--- config.mk ---
export PLATFORM = sky130hd
export DESIGN_NAME = imd_key_scan
export DESIGN_NICKNAME = d
export VERILOG_FILES = /design/src/design/imd_pkg.sv /design/src/design/imd_ram.sv /design/src/design/imd_key_scan.sv
export SDC_FILE = /design/constraint.sdc
export NUM_CORES = 2
export LEC_CHECK = 0
export CAP_MARGIN = 20
export CORE_AREA = 3 3 702 704
export DETAILED_ROUTE_END_ITERATION = 7
export DIE_AREA = 0 0 705 707
export DONT_BUFFER_PORTS = 1
export GPL_TIMING_DRIVEN = 0
export MAX_ROUTING_LAYER = met4
export PLACE_DENSITY_LB_ADDON = 0.05
export SLEW_MARGIN = 25
export SYNTH_ARGS = -nofsm -noshare
export SYNTH_HDL_FRONTEND = slang
export SYNTH_SLANG_ARGS = --single-unit
--- constraint.sdc ---
create_clock -name clock -period 9.02 [get_ports clock]
set_input_delay 0.451 -clock clock [delete_from_list [all_inputs] [get_ports clock]]
set_output_delay 0.451 -clock clock [all_outputs]
set_load 0.01 [all_outputs]
--- src/design/imd_pkg.sv ---
// Shared types and constants for the stream metadata deframer.
package imd_pkg;

   localparam int TEXT_MAX_DEF = 192;
   localparam int INTERVAL_W = 24;
   localparam int META_CNT_W = 12;
   localparam int LEN_W = 8;

   localparam int TITLE_KEY_LEN = 12;
   localparam int URL_KEY_LEN = 10;
   localparam logic [8*TITLE_KEY_LEN-1:0] TITLE_KEY = "StreamTitle=";
   localparam logic [8*URL_KEY_LEN-1:0] URL_KEY = "StreamUrl=";

   localparam logic [7:0] CHAR_SQUOTE = 8'h27;
   localparam logic [7:0] CHAR_DQUOTE = 8'h22;
   localparam logic [7:0] CHAR_NUL = 8'h00;

   typedef enum logic [1:0] {
      KIND_IGNORED = 2'd0,
      KIND_AUDIO = 2'd1,
      KIND_LENGTH = 2'd2,
      KIND_META = 2'd3
   } kind_type;

   typedef enum logic [2:0] {
      PH_SEARCH = 3'd0,
      PH_QUOTE = 3'd1,
      PH_CAPTURE = 3'd2,
      PH_DONE = 3'd3,
      PH_FAILED = 3'd4
   } phase_type;

   typedef struct packed {
      logic char_valid;
      logic changed;
      logic [LEN_W-1:0] length;
   } scan_out_type;

endpackage

--- src/design/imd_ram.sv ---
// Generic single write port, single read port RAM with registered read data.
module imd_ram #(
   parameter int WIDTH = 8,
   parameter int DEPTH = 382
) (
   input  logic                     clock,
   input  logic                     wr_en,
   input  logic [$clog2(DEPTH)-1:0] wr_addr,
   input  logic [WIDTH-1:0]         wr_data,
   input  logic                     rd_en,
   input  logic [$clog2(DEPTH)-1:0] rd_addr,
   output logic [WIDTH-1:0]         rd_data
);
   logic [WIDTH-1:0] mem [DEPTH];
   logic [WIDTH-1:0] rd_data_ff;

   always_ff @(posedge clock) begin
      if (wr_en) begin
         mem[wr_addr] <= wr_data;
      end
      if (rd_en) begin
         rd_data_ff <= mem[rd_addr];
      end
   end

   assign rd_data = rd_data_ff;
endmodule

--- src/design/imd_key_scan.sv ---
// Key matcher and value capture for one metadata key, with its two-bank value store.
module imd_key_scan
   import imd_pkg::*;
#(
   parameter int TEXT_MAX = TEXT_MAX_DEF,
   parameter int KEY_LEN = TITLE_KEY_LEN,
   parameter logic [8*KEY_LEN-1:0] KEY = TITLE_KEY
) (
   input  logic         clock,
   input  logic         reset,
   input  logic         step,
   input  logic [7:0]   stream_byte,
   input  logic         block_end,
   input  logic         restart,
   output scan_out_type result
);
   localparam int VAL_MAX = TEXT_MAX - 1;
   localparam int DEPTH = 2 * VAL_MAX;
   localparam int AW = $clog2(DEPTH);
   localparam int CW = $clog2(TEXT_MAX);
   localparam int PW = $clog2(KEY_LEN + 1);
   localparam logic [CW-1:0] VAL_MAX_C = CW'(VAL_MAX);
   localparam logic [AW-1:0] VAL_MAX_A = AW'(VAL_MAX);

   logic [7:0] key_chars [KEY_LEN];

   phase_type phase_ff, phase_in;
   logic [PW-1:0] pos_ff, pos_in;
   logic quote_ff, quote_in;
   logic [CW-1:0] count_ff, count_in;
   logic differs_ff, differs_in;
   logic pend_ff, pend_in;
   logic [7:0] pend_byte_ff, pend_byte_in;
   logic bank_ff, bank_in;
   logic [CW-1:0] last_len_ff, last_len_in;

   logic we, re;
   logic [AW-1:0] wr_addr, rd_addr;
   logic [7:0] rd_data;
   logic [7:0] close_char;
   logic differs_eff;

   always_comb begin
      for (int i = 0; i < KEY_LEN; i++) begin
         key_chars[i] = KEY[8*(KEY_LEN-1-i) +: 8];
      end
   end

   assign wr_addr = (bank_ff ? '0 : VAL_MAX_A) + AW'(count_ff);
   assign rd_addr = (bank_ff ? VAL_MAX_A : '0) + AW'(count_ff);
   assign close_char = quote_ff ? CHAR_DQUOTE : CHAR_SQUOTE;
   assign differs_eff = differs_ff | (pend_ff & (rd_data != pend_byte_ff));

   always_comb begin
      phase_in = phase_ff;
      pos_in = pos_ff;
      quote_in = quote_ff;
      count_in = count_ff;
      differs_in = differs_eff;
      pend_in = 1'b0;
      pend_byte_in = pend_byte_ff;
      bank_in = bank_ff;
      last_len_in = last_len_ff;
      we = 1'b0;
      re = 1'b0;
      result = '0;

      if (step) begin
         case (phase_ff)
            PH_SEARCH: begin
               if (32'(pos_ff) < KEY_LEN && stream_byte == key_chars[pos_ff]) begin
                  pos_in = pos_ff + 1'b1;
                  if (32'(pos_in) == KEY_LEN) begin
                     phase_in = PH_QUOTE;
                  end
               end else begin
                  pos_in = PW'(stream_byte == key_chars[0]);
               end
            end
            PH_QUOTE: begin
               if (stream_byte == CHAR_SQUOTE || stream_byte == CHAR_DQUOTE) begin
                  quote_in = (stream_byte == CHAR_DQUOTE);
                  phase_in = PH_CAPTURE;
                  count_in = '0;
               end else begin
                  phase_in = PH_FAILED;
               end
            end
            PH_CAPTURE: begin
               if (stream_byte == close_char) begin
                  phase_in = PH_DONE;
               end else if (count_ff < VAL_MAX_C) begin
                  we = 1'b1;
                  if (count_ff < last_len_ff) begin
                     // compare against the kept value once the read returns
                     re = 1'b1;
                     pend_in = 1'b1;
                     pend_byte_in = stream_byte;
                  end else begin
                     differs_in = 1'b1;
                  end
                  count_in = count_ff + 1'b1;
               end
            end
            default: ;
         endcase
      end

      result.char_valid = we;

      if (block_end && phase_in == PH_DONE) begin
         result.length = LEN_W'(count_in);
         if (count_in != '0 && (differs_in || count_in != last_len_ff)) begin
            result.changed = 1'b1;
            last_len_in = count_in;
            bank_in = ~bank_ff;
         end
      end

      if (restart || block_end) begin
         phase_in = PH_SEARCH;
         pos_in = '0;
         quote_in = 1'b0;
         count_in = '0;
         differs_in = 1'b0;
         pend_in = 1'b0;
      end
   end

   always_ff @(posedge clock) begin
      if (reset) begin
         phase_ff <= PH_SEARCH;
         pos_ff <= '0;
         quote_ff <= 1'b0;
         count_ff <= '0;
         differs_ff <= 1'b0;
         pend_ff <= 1'b0;
         bank_ff <= 1'b0;
         last_len_ff <= '0;
      end else begin
         phase_ff <= phase_in;
         pos_ff <= pos_in;
         quote_ff <= quote_in;
         count_ff <= count_in;
         differs_ff <= differs_in;
         pend_ff <= pend_in;
         bank_ff <= bank_in;
         last_len_ff <= last_len_in;
      end
      pend_byte_ff <= pend_byte_in;
   end

   imd_ram #(
      .WIDTH(8),
      .DEPTH(DEPTH)
   ) u_store (
      .clock  (clock),
      .wr_en  (we),
      .wr_addr(wr_addr),
      .wr_data(stream_byte),
      .rd_en  (re),
      .rd_addr(rd_addr),
      .rd_data(rd_data)
   );
endmodule

# Word level (Yosys, flattened, before mapping)
# Memory sizes are Yosys's and may differ from the RTL's. A register that Yosys moved wholly into a read port is not among the register bits.
# Cells that the tools add are included.
# Widths: inputs -> output; s select.
# word_totals
latchBits	0
word_cells	83
mem_bits_rw	3056
inputBits	13
register_bits	35
mem_bits_ro	128
n_memories	2
# mem_list
name	depth	word_bits	rd	rd_clocked_by_memory_dff	wr	line_no	text
u_store.mem	382	8	1	1	1	imd_ram.sv:14	logic [WIDTH-1:0] mem [DEPTH];
(name not given)	16	8	1	0	0	imd_key_scan.sv:71	if (32'(pos_ff) < KEY_LEN && stream_byte == key_chars[pos_ff]) begin
# classes
div_mod_pow	0
n_mul	0
magnitude_cmp	4
n_bitwise	5
n_eq_ne	11
add_sub_neg	4
mux	35
shift	0
reduce_logical	13
# op_table
operator	count
$mux 8	8
$add 8x8->9	2
$mux 3	6
$mux 1	17
$eq 8x6->1 const B	2
$ne 8x8->1	2
$pmux 8 s2	1
$mux 9	1
$pmux 3 s3	1
$add 8x1->8 const B	1
$eq 8x6->1	1
$eq 8x7->1 const B	1
$eq 8x8->1	1
$lt 8x8->1	1
$lt 8x8->1 const B	1
$reduce_bool 8->1	1
$eq 3x2->1 const B	2
$ge 5x5->1 const B	1
$not 4->5	1
$reduce_and 5->1	1
$add 4x1->4 const B	1
$eq 4x4->1 const B	1
$lt 4x4->1 const B	1
$mux 4	1
10 further kinds	16

# Depth between registers and ports, before layout
# depth
word_depth	12
ltp_mapped	15
ltp_nobuf	13

# Modules after synthesis
# Synthesis repeated with hierarchy kept, for this count alone.
# hier_totals
cells_unflattened	6018
area_unflattened_um2	122119.6
# by_module_without_submodules
module	cells_per_inst	area_per_inst_um2	instances	seq_area_each_um2
imd_ram	5645	119041.7	1	92008.2
imd_key_scan	373	3078.0	1	780.7

# Worst setup path before layout
# Ideal clock, no wire load.
# synth_timing
path_type	register -> register
from	register bank_ff
to	register u_store.rd_data_ff[1], in the netlist u_store.rd_data[1] (read register of u_store.mem) (data pin)
t_required_ns	8.756
path_stages_with_launch	11
slack_ns	5.178
t_arrival_ns	3.579
setup_time_ns	0.264
path_buffers	3
path_cell_list	dfxtp_1 > inv_1 > ha_1 > buf_2 > buf_2 > clkbuf_1 > mux4_2 > mux4_2 > mux4_2 > a22oi_1 > nand3_1
# synth_via
elab_chain_cells	2
# synth_rtl
element	line_no	text
start: declaration	imd_key_scan.sv:34	logic bank_ff, bank_in;
start signal: assignment	imd_key_scan.sv:147	bank_ff <= bank_in;
$mux 8	imd_key_scan.sv:50	assign rd_addr = (bank_ff ? VAL_MAX_A : '0) + AW'(count_ff);
$add 8x8->9	imd_key_scan.sv:50	
end: declaration	imd_ram.sv:15	logic [WIDTH-1:0] rd_data_ff;
# Every way passes these cells.
# A chain may end at the register's enable or synchronous reset.

# Worst setup path in the final report
# layout_timing
from	register bank_ff
to	memory u_store.mem[235][3] (enable)
# layout_via
elab_chain_cells	2
# layout_rtl
element	line_no	text
$mux 8	imd_key_scan.sv:49	assign wr_addr = (bank_ff ? '0 : VAL_MAX_A) + AW'(count_ff);
$add 8x8->9	imd_key_scan.sv:49	
end: declaration	imd_ram.sv:14	
# Every way passes these cells.

==> results by stage <==
Global route:
- The sum of overflow across all layers after global routing is 0.
- Entering global routing, the biggest net connects 385 pins.
- The number of antenna violations at the first check in global routing is 62.
- The number of global-route vias before repair is 63600.
- The first global-routing pass estimated 671000 um of wire.
- The total global routing track utilization is between 20% and 30%.

Drt:
- In the routed design, unresolved DRC markers number 0.
- Summed over all layers, the routed wires come to between 500000 and 600000 um.
- For this block, the initial DRC count from the detailed router was ~7300.
- The vias per cell is just under 5.
- For this block, the via count after detailed routing is approximately 62000.
- The first detailed-routing pass ran for 5 iterations.
- The count of nets left with antenna violations once routing finished came out at 0.
- The average wire per cell in the routed design is slightly above 40 um.

STA:
- For the pin with the worst max-slew slack, the measured transition is around 1200 ps.
- The worst-case headroom to the max-slew limit is about 18%.
- The number of slew-limit violations in the final report is 0.
- The total of endpoints with negative setup slack in the final report is 0.
- The fmax is 119 MHz.
- The worst path needs 8370 ps of the cycle, external delays included.
- Clock skew on the completed layout was measured at approximately 74 ps.
- The final worst setup slack is 645 ps.
- Hold timing on the final database bottoms out at a slack of about 20 ps.
- The hold violation count in the final report is 0.
- The part of the cycle the worst path needs is 92.8%.
- The final sum of negative setup slack is 0 ps.
- Setup repair after global routing left no endpoint under its margin.

Worst setup path:
- Along the worst path, the maximum fanout reaches 10.
- The type of the worst setup path is register to register.
- The depth of the most critical reg-to-reg path is 11.
- STA classifies the critical path endpoint as a register.
- The endpoint identified for the worst register-to-register timing path is u_store.mem[235][3].
- The worst endpoint data arrival time is 8970 ps.
- The setup check on the worst reg-to-reg path leaves a slack of ~650 ps.
- STA classifies the critical path startpoint as a register.
- The critical path required time is between 9000 and 10000 ps.
- The startpoint of the most critical register-to-register path is bank_ff.

Synthesis:
- The largest family of logic cells by synthesized area is multiplexers.
- In this run, distinct cell masters in the synthesized netlist total 78.
- The area share of and/or/nand/nor cells after synthesis is 2.79%.
- The post-synthesis average cell area is 22.0 sq um.
- The xor/xnor share of the synthesized area is less than 1%.
- Sorting the synthesized cells by area gives the leading types as edfxtp_1 76%, mux4_2 17%, nor2_1 1.4%.
- The synthesized design spends more area on one cell type than any other, namely edfxtp_1.
- Of the total synthesized cell area, the portion taken by full adders, half adders and majority gates is less than 1%.
- The number of nets handed over by synthesis was between 5000 and 6000.
- In the synthesized netlist, mux cells make up 17.8% of the area.
- The proportion of netlist area held by the largest area contributor is 75.9%.
- Counting every instance in the synthesized netlist gives about 5500.
- Yosys printed 0 warnings.
- Yosys mapped a number of flops with a built-in enable equal to between 3000 and 4000.
- The summed instance area of the synthesized netlist is approximately 0.12 sq mm.
- The post-synthesis sequential area ratio is between 70% and 80%.
- In this run, synthesis produced a sequential element count of 3099.
- For this run, the leading register cell type out of synthesis is edfxtp_1.
- The fraction of synthesis flops using an asynchronous set or reset pin is 0%.
- The synthesized netlist devotes roughly 1.4% of its cell area to compound gates.

Place:
- The final weighted congestion in routability-driven placement is 0.834.
- After legalization and detailed placement, the total HPWL measured between 300000 and 400000 um.
- The port buffer count is 0.
- OpenSTA, run right after detailed placement, puts the worst setup slack at 871 ps.
- The instance count after placement with tap cells included is around 12000.

Final layout:
- The final standard cell utilization of the core is between 20% and 30%.
- In the final design database the tool counted between 6000 and 7000 nets.
- Excluding fillers, the count of instances in the completed layout stands at about 13000.
- Cells with a size suffix above 1 make up approximately a third of the layout.
- From synthesis to final layout, the design area changed by 19.8%.

Clock tree:
- After clock tree synthesis, the clock-pin slew on the worst setup and hold paths is 60 ps.
- The number of cells upsized or downsized after cts is 0.
- The deepest clock path buffer count is 4.
- The clock sink count is about 3100.
- The number of levels in the clock H-tree is 5.
- The later pin in the worst-skew pair is clocked with a latency of 990 ps.
- The CTS tree is built.
- The tree is rooted in a clkbuf_16.
- The clock buffer count from CTS is about 380.

Pwr:
- In this run the static leakage power is around 0.044 uW.
- The power density over the cells is 212 mW/mm^2.
- The worst-case IR drop observed on VDD is between 150 and 200 uV.

Floorplan:
- The chip width is about 710 um.
- The die area is 0.498 sq mm.
- Row generation in the floorplan step produced about 260 rows.
- The initial cell density of the core is around 25%.
- The count of pins on the block boundary is 23.
- The height of the chip is between 700 and 800 um.
- The floorplan step defined a core boundary enclosing ~0.5 sq mm.

Worst hold path:
- The endpoint of the worst hold-timing path is u_store.mem[98][1].
- The path class of the tightest hold or removal check is primary input to register.
- The count of cells along the worst hold path is 1.
- The worst hold path startpoint is stream_byte[1].

Run status:
- The run finished with clean final reports.

Run:
- The max-capacitance violation count is 0.
## power breakdown
group / leakage (uW) / internal [uW] / total (uW) / switching (uW)
Combinational: 0.0106 / 49.0 / 343 / 294
Sequential: 0.0278 / 15800 / 15800 / 0.107
Clock: 0.00572 / 8500 / 14700 / 6250
Total: 0.0441 / 24400 / 30900 / 6540
## layout by cell type (no fill, tap or decap), types with 38 or more instances in the layout
master,synthesis,layout
a21oi_1,60,60
buf_2,103,124
nand2_2,0,54
mux4_2,940,940
o21ai_0,39,39
clkinv_2,0,61
clkbuf_16,0,380
nor2_2,0,216
edfxtp_1,3072,3072
clkinv_1,0,82
clkbuf_2,1,96
mux2i_1,38,38
clkbuf_1,162,154
buf_16,0,76
nor2_1,451,235
nand2_1,213,159
## repair_timing
action | CTS | global route
buffers inserted | 0 | 0
endpoints found under the hold margin | 1574 | 179
hold buffers | 28 | 9
## routing by layer
layer | track usage (%) | up-vias | wire length (um)
met1 | 28.2 | 35200 | 228000
met4 | 5.80 | 0 | 16500
met5 | - | - | 0
met2 | 33.5 | 2251 | 247000
li1 | - | 24400 | -
met3 | 3.41 | 638 | 30400
## cells in the mapped netlist, types with 6 or more instances
master,n
nand2b_1,6
a311oi_1,12
nor4_1,8
inv_1,26
nor3_1,14
or3_1,6
o21a_1,6
a211oi_2,6
and2_1,10
nor2_1,451
mux2i_1,38
o311ai_0,7
nand4_1,14
o211ai_1,13
ha_1,26
a31oi_1,11
buf_1,35
nand2_1,213
dfxtp_1,27
xor2_1,18
buf_2,103
buf_4,11
a221oi_1,12
and3_1,22
a211oi_1,10
edfxtp_1,3072
xnor2_1,15
o21ai_0,39
mux4_2,940
nand3_1,24
clkbuf_1,162
a22oi_1,15
a21oi_1,60
## final cells by class
cell class                      count  area (sq um)
Fill cell                       47100        341000
Sequential cell                  3099         92800
Multi-Input combinational cell   2084         28000
Clock buffer                      469          9850
Tap cell                         6450          8070
Timing Repair Buffer              157          3370
Clock inverter                    201          1880
Buffer                            314          1530
Inverter                           27           101
Antenna cell                       25          62.6
## through the flow
step	total power (uW)	area [sq um]
detailed placement	16100	133000
global placement	16100	130000
global route	31900	146000
CTS	31200	145000
finish	30900	146000
floorplan	16100	122000
## worst max-delay path, stage by stage (launching register included)
cell and delay, ps:
dfxtp_1 750, inv_1 520, ha_1 420, buf_2 670
buf_2 510, buf_2 780, buf_2 800, clkbuf_1 490
nand2_1 210, nor3_1 690, nand2_1 950, nor2_1 1090
## worst max path at each step
| stage | end | startpoint |
|---|---|---|
| finish | u_store.mem[235][3] | bank_ff |
| global route | u_store.mem[43][0] | bank_ff |
| CTS | u_store.mem[43][0] | bank_ff |
| global placement | u_store.rd_data[0] | bank_ff |
| detailed placement | u_store.mem[43][3] | bank_ff |
| floorplan | u_store.rd_data[1] | bank_ff |
## cells by family (layout without fill, tap and decap cells)
family          after synthesis  count (layout)
mux                         984             984
buf+inv                     341            1168
simple gates                800             800
flops                      3099            3099
xor+xnor                     33              33
fa+ha+maj                    28              28
compound gates              239             239
other cells                   0              25
## flip-flops by register name, indices dropped and copies added (netlist names)
register and count:
u_store.mem 3056, count_ff 8, last_len_ff 8, pend_byte_ff 8
u_store.rd_data 8, pos_ff 4, phase_ff 3, bank_ff 1
differs_ff 1, pend_ff 1, quote_ff 1
Note: power is estimated with default switching activity, not from simulation.
